==> src/rtl/tosc_ram.sv <==
module tosc_ram #(
	parameter int WIDTH = 8,
	parameter int DEPTH = 16
) (
	input logic clk,
	input logic we,
	input logic [$clog2(DEPTH)-1:0] waddr,
	input logic [WIDTH-1:0] wdata,
	input logic re,
	input logic [$clog2(DEPTH)-1:0] raddr,
	output logic [WIDTH-1:0] rdata
);

	logic [WIDTH-1:0] mem [DEPTH];

	always_ff @(posedge clk) begin
		if (we) begin
			mem[waddr] <= wdata;
		end
		if (re) begin
			rdata <= mem[raddr];
		end
	end

endmodule

==> config.mk <==
export PLATFORM = sky130hd
export DESIGN_NAME = tosc_ram
export DESIGN_NICKNAME = d
export VERILOG_FILES = /design/src/rtl/tosc_ram.sv
export SDC_FILE = /design/constraint.sdc
export NUM_CORES = 1
export LEC_CHECK = 0
export BUFFER_PORTS_ARGS = -buffer_cell sky130_fd_sc_hd__buf_2
export CAP_MARGIN = 20
export CORE_ASPECT_RATIO = 0.75
export CORE_MARGIN = 2
export CORE_UTILIZATION = 54
export CTS_CLUSTER_SIZE = 28
export DETAILED_ROUTE_END_ITERATION = 12
export PLACE_DENSITY = 0.74
export SETUP_SLACK_MARGIN = 0.3
export SLEW_MARGIN = 20
export SYNTH_ARGS = -nofsm -noshare
export SYNTH_HDL_FRONTEND = slang
export SYNTH_SLANG_ARGS = --single-unit
==> constraint.sdc <==
create_clock -name clk -period 1.8 [get_ports clk]
set_input_delay 0.36 -clock clk [delete_from_list [all_inputs] [get_ports clk]]
set_output_delay 0.36 -clock clk [all_outputs]
set_load 0.03 [all_outputs]
==> impl_metrics.ini <==
[worst_setup_path]
path_cells = clkbuf_4 > buf_12 > mux4_1 > a22oi_1 > nand2_1
critical_path.max_fanout = 12
worstSetupEndpointType = register
cp_top_family = multiplexers
critical_path_arrival_ns = 1.60
critPathMaxStageDelay_ns = 0.56
worst-path-buf-inv = 2
cp_slowest_cell = sky130_fd_sc_hd__mux4_1
timing.setup.critical_path_class = input port to register
worst-endpoint-required_ns = 1.95
cp-start-kind = input port

[place]
gpl.final_weighted_congestion = 0.767
placedInstanceArea_um2 = 5630
numPlacedInstances = 400
portBuffers = 26
place.detailed.hpwl_um = 6220

[cts]
clkSinkCount = 136
clock_tree_from_tritoncts = yes
source_to_sink_clock_delay_at_the_later_pin_of_the_worst_skew_pair_ns = 0.40
cts.path.max_buffers = 2
cts_root_buf = sky130_fd_sc_hd__clkbuf_16
cts_hold_buf = 0
cts_max_level = 4
cts_buffers = 17
clk_transition_reported_paths_ns = 0.05

[synth]
synthCells = 229
asyncSetResetFlopFracSynth = 0
synthesis.nets = 248
yosys_warnings = 0
synth.top_cells.by_count = sky130_fd_sc_hd__edfxtp_1 (136), sky130_fd_sc_hd__mux4_2 (18), sky130_fd_sc_hd__a22oi_1 (16)
synth_sequential_area_ratio = 0.781
synthMostInstantiatedCell = sky130_fd_sc_hd__edfxtp_1
cell_area_after_technology_mapping_um2 = 5230
synthFlopType = sky130_fd_sc_hd__edfxtp_1
synth-seq-cells = 136
yosysUniqueCellTypes = 18
synth_area_leader_cell = sky130_fd_sc_hd__edfxtp_1
synth_top_cell_area_share = 0.781
avg_synthesized_cell_area_um2 = 22.8
number_of_synthesized_flops_with_an_enable_pin = 136
synth_area_leaders = sky130_fd_sc_hd__edfxtp_1 (78%), sky130_fd_sc_hd__mux4_2 (7.8%), sky130_fd_sc_hd__mux4_1 (7.0%)

[sta]
finalHoldViolations = 0
setup_violation_total_in_the_final_timing_report = 0
timing.final.crit_period_ns = 1.45
timing.max_slew.rel_slack = 0.503
skew_ns = 0.00485
fmax_mhz = 691
max_slew.worst_pin.slew_ns = 0.743
period_share = 0.804
slew_violations = 0
rsz_0062_raised_after_global_routing = no
finalSetupTns_ns = 0

[global_route]
initial_antenna_violation_count = 0
globalRouteTotalUtil = 0.203
grt-ovfl-total = 0
number_of_global_route_vias_before_repair = 2480
largest_net_degree_at_the_start_of_global_routing = 17
grt_pass1_wl_um = 14400

[finish]
area_delta_synth_final_pct = 16.8
final_design_area_no_fill_um2 = 6100
nFillCells = 674
num_antenna_cells = 0
fin_cells = 429
layout_cell_share_with_drive_strength_beyond_1 = 0.354
finish.net_count = 306
finalCoreUtilization = 0.640

[route]
routed_via_density = 5.76
totalWireLength_um = 9600
wl_per_cell_um = 22.4
detail_route.first_pass.iterations = 4
detailedRoute.firstIterationViolations = 242
route.vias.total = 2470
remaining_drcs = 0
antenna_left = 0

[floorplanning]
chipHeight_um = 89.2
core.rowCount = 31
initial_utilization = 0.548
dieArea_um2 = 10500
core_region_area_um2 = 9540
ioPinCount = 27
chipWidth_um = 118

[status]
status = complete, no violations

[power]
power.density_cell_area_nw_per_um2 = 1110
p_leak_nw = 2.03
worst_vdd_rail_ir_drop_uv = 664
total_power_mw = 6.79

[min_path]
worstHoldPathType = input port to register

[flow_run]
max-cap-violations = 0
==> stage by stage <==
step | setup slack, ns | hold WS (ns)
2_1_floorplan | 0.174 | 0.459
3_3_place_gp | -0.110 | 0.740
3_5_place_dp | -0.123 | 0.741
4_1_cts | 0.311 | 0.313
5_1_grt | 0.314 | 0.309
6_report | 0.352 | 0.334
==> state kept, by name (all words and copies together) (netlist names) <==
| register | cells |
|---|---|
| mem | 128 |
| rdata | 8 |
==> cell type report <==
cell class,instances,area [um2],area share
Sequential cell,136,4080,0.669
Multi-Input combinational cell,83,1020,0.168
Clock buffer,21,440,0.0722
Timing Repair Buffer,49,355,0.0582
Tap cell,132,165,0.0271
Clock inverter,8,35.0,0.00574
==> worst reg2reg max path: stages, from the launching register on <==
cell and delay [ns]:
sky130_fd_sc_hd__edfxtp_1 0.36, sky130_fd_sc_hd__mux4_1 0.51, sky130_fd_sc_hd__a22oi_1 0.24, sky130_fd_sc_hd__nand2_1 0.08
==> metal layers <==
layer,vias to the layer above,track usage,share of wire
li1,1079,-,-
met1,1318,0.282,0.48
met2,64,0.308,0.47
met3,9,0.0721,0.042
met4,0,0.0679,0.0091
met5,-,0,0
==> path summary, 6_finish.rpt <==
kind / startpoint / end / slack [ns] / cells after the start
worst max register to register: mem[1][0] / rdata[0] / 0.36 / 3
worst max-delay path: raddr[0] / rdata[0] / 0.35 / 5
worst min register to register: mem[12][6] / rdata[6] / 0.75 / 3
worst min-delay path: re / rdata[1] / 0.33 / 1
==> logic make-up after synthesis <==
| kind of cell | count (synthesis) | synth area share |
|---|---|---|
| AOI/OAI and AO/OA | 16 | 0.0230 |
| buffers and inverters | 10 | 0.0165 |
| DFF | 136 | 0.781 |
| muxes | 32 | 0.148 |
| and+or+nand+nor | 35 | 0.0314 |
==> repair_timing <==
item	in CTS	in global routing
endpoints found under the setup margin	0	2
setup buffers	0	0
endpoints found under the hold margin	0	0
resized for setup	0	1
==> where the power goes <==
part	internal, mW	switching, mW
registers	3.57	0.0216
logic	0.155	0.213
clock network	1.70	1.13
total	5.43	1.36
==> cells in the final DEF (no fill, tap or decap) <==
cell type,instances
sky130_fd_sc_hd__and2b_1,1
sky130_fd_sc_hd__mux4_2,31
sky130_fd_sc_hd__a22oi_1,16
sky130_fd_sc_hd__buf_2,25
sky130_fd_sc_hd__nor2_1,13
sky130_fd_sc_hd__clkinv_1,4
sky130_fd_sc_hd__clkbuf_4,1
sky130_fd_sc_hd__and2_1,1
sky130_fd_sc_hd__or3b_2,1
sky130_fd_sc_hd__nor2b_1,1
sky130_fd_sc_hd__buf_4,19
sky130_fd_sc_hd__nand3_1,1
sky130_fd_sc_hd__clkbuf_16,17
sky130_fd_sc_hd__buf_12,4
sky130_fd_sc_hd__nand3b_1,2
sky130_fd_sc_hd__clkinv_2,4
sky130_fd_sc_hd__nor3_1,1
sky130_fd_sc_hd__nand2b_1,2
sky130_fd_sc_hd__nor3_2,3
sky130_fd_sc_hd__edfxtp_1,136
sky130_fd_sc_hd__clkbuf_1,4
sky130_fd_sc_hd__nand2_1,9
sky130_fd_sc_hd__mux4_1,1
Note: power is estimated with default switching activity, not from simulation.
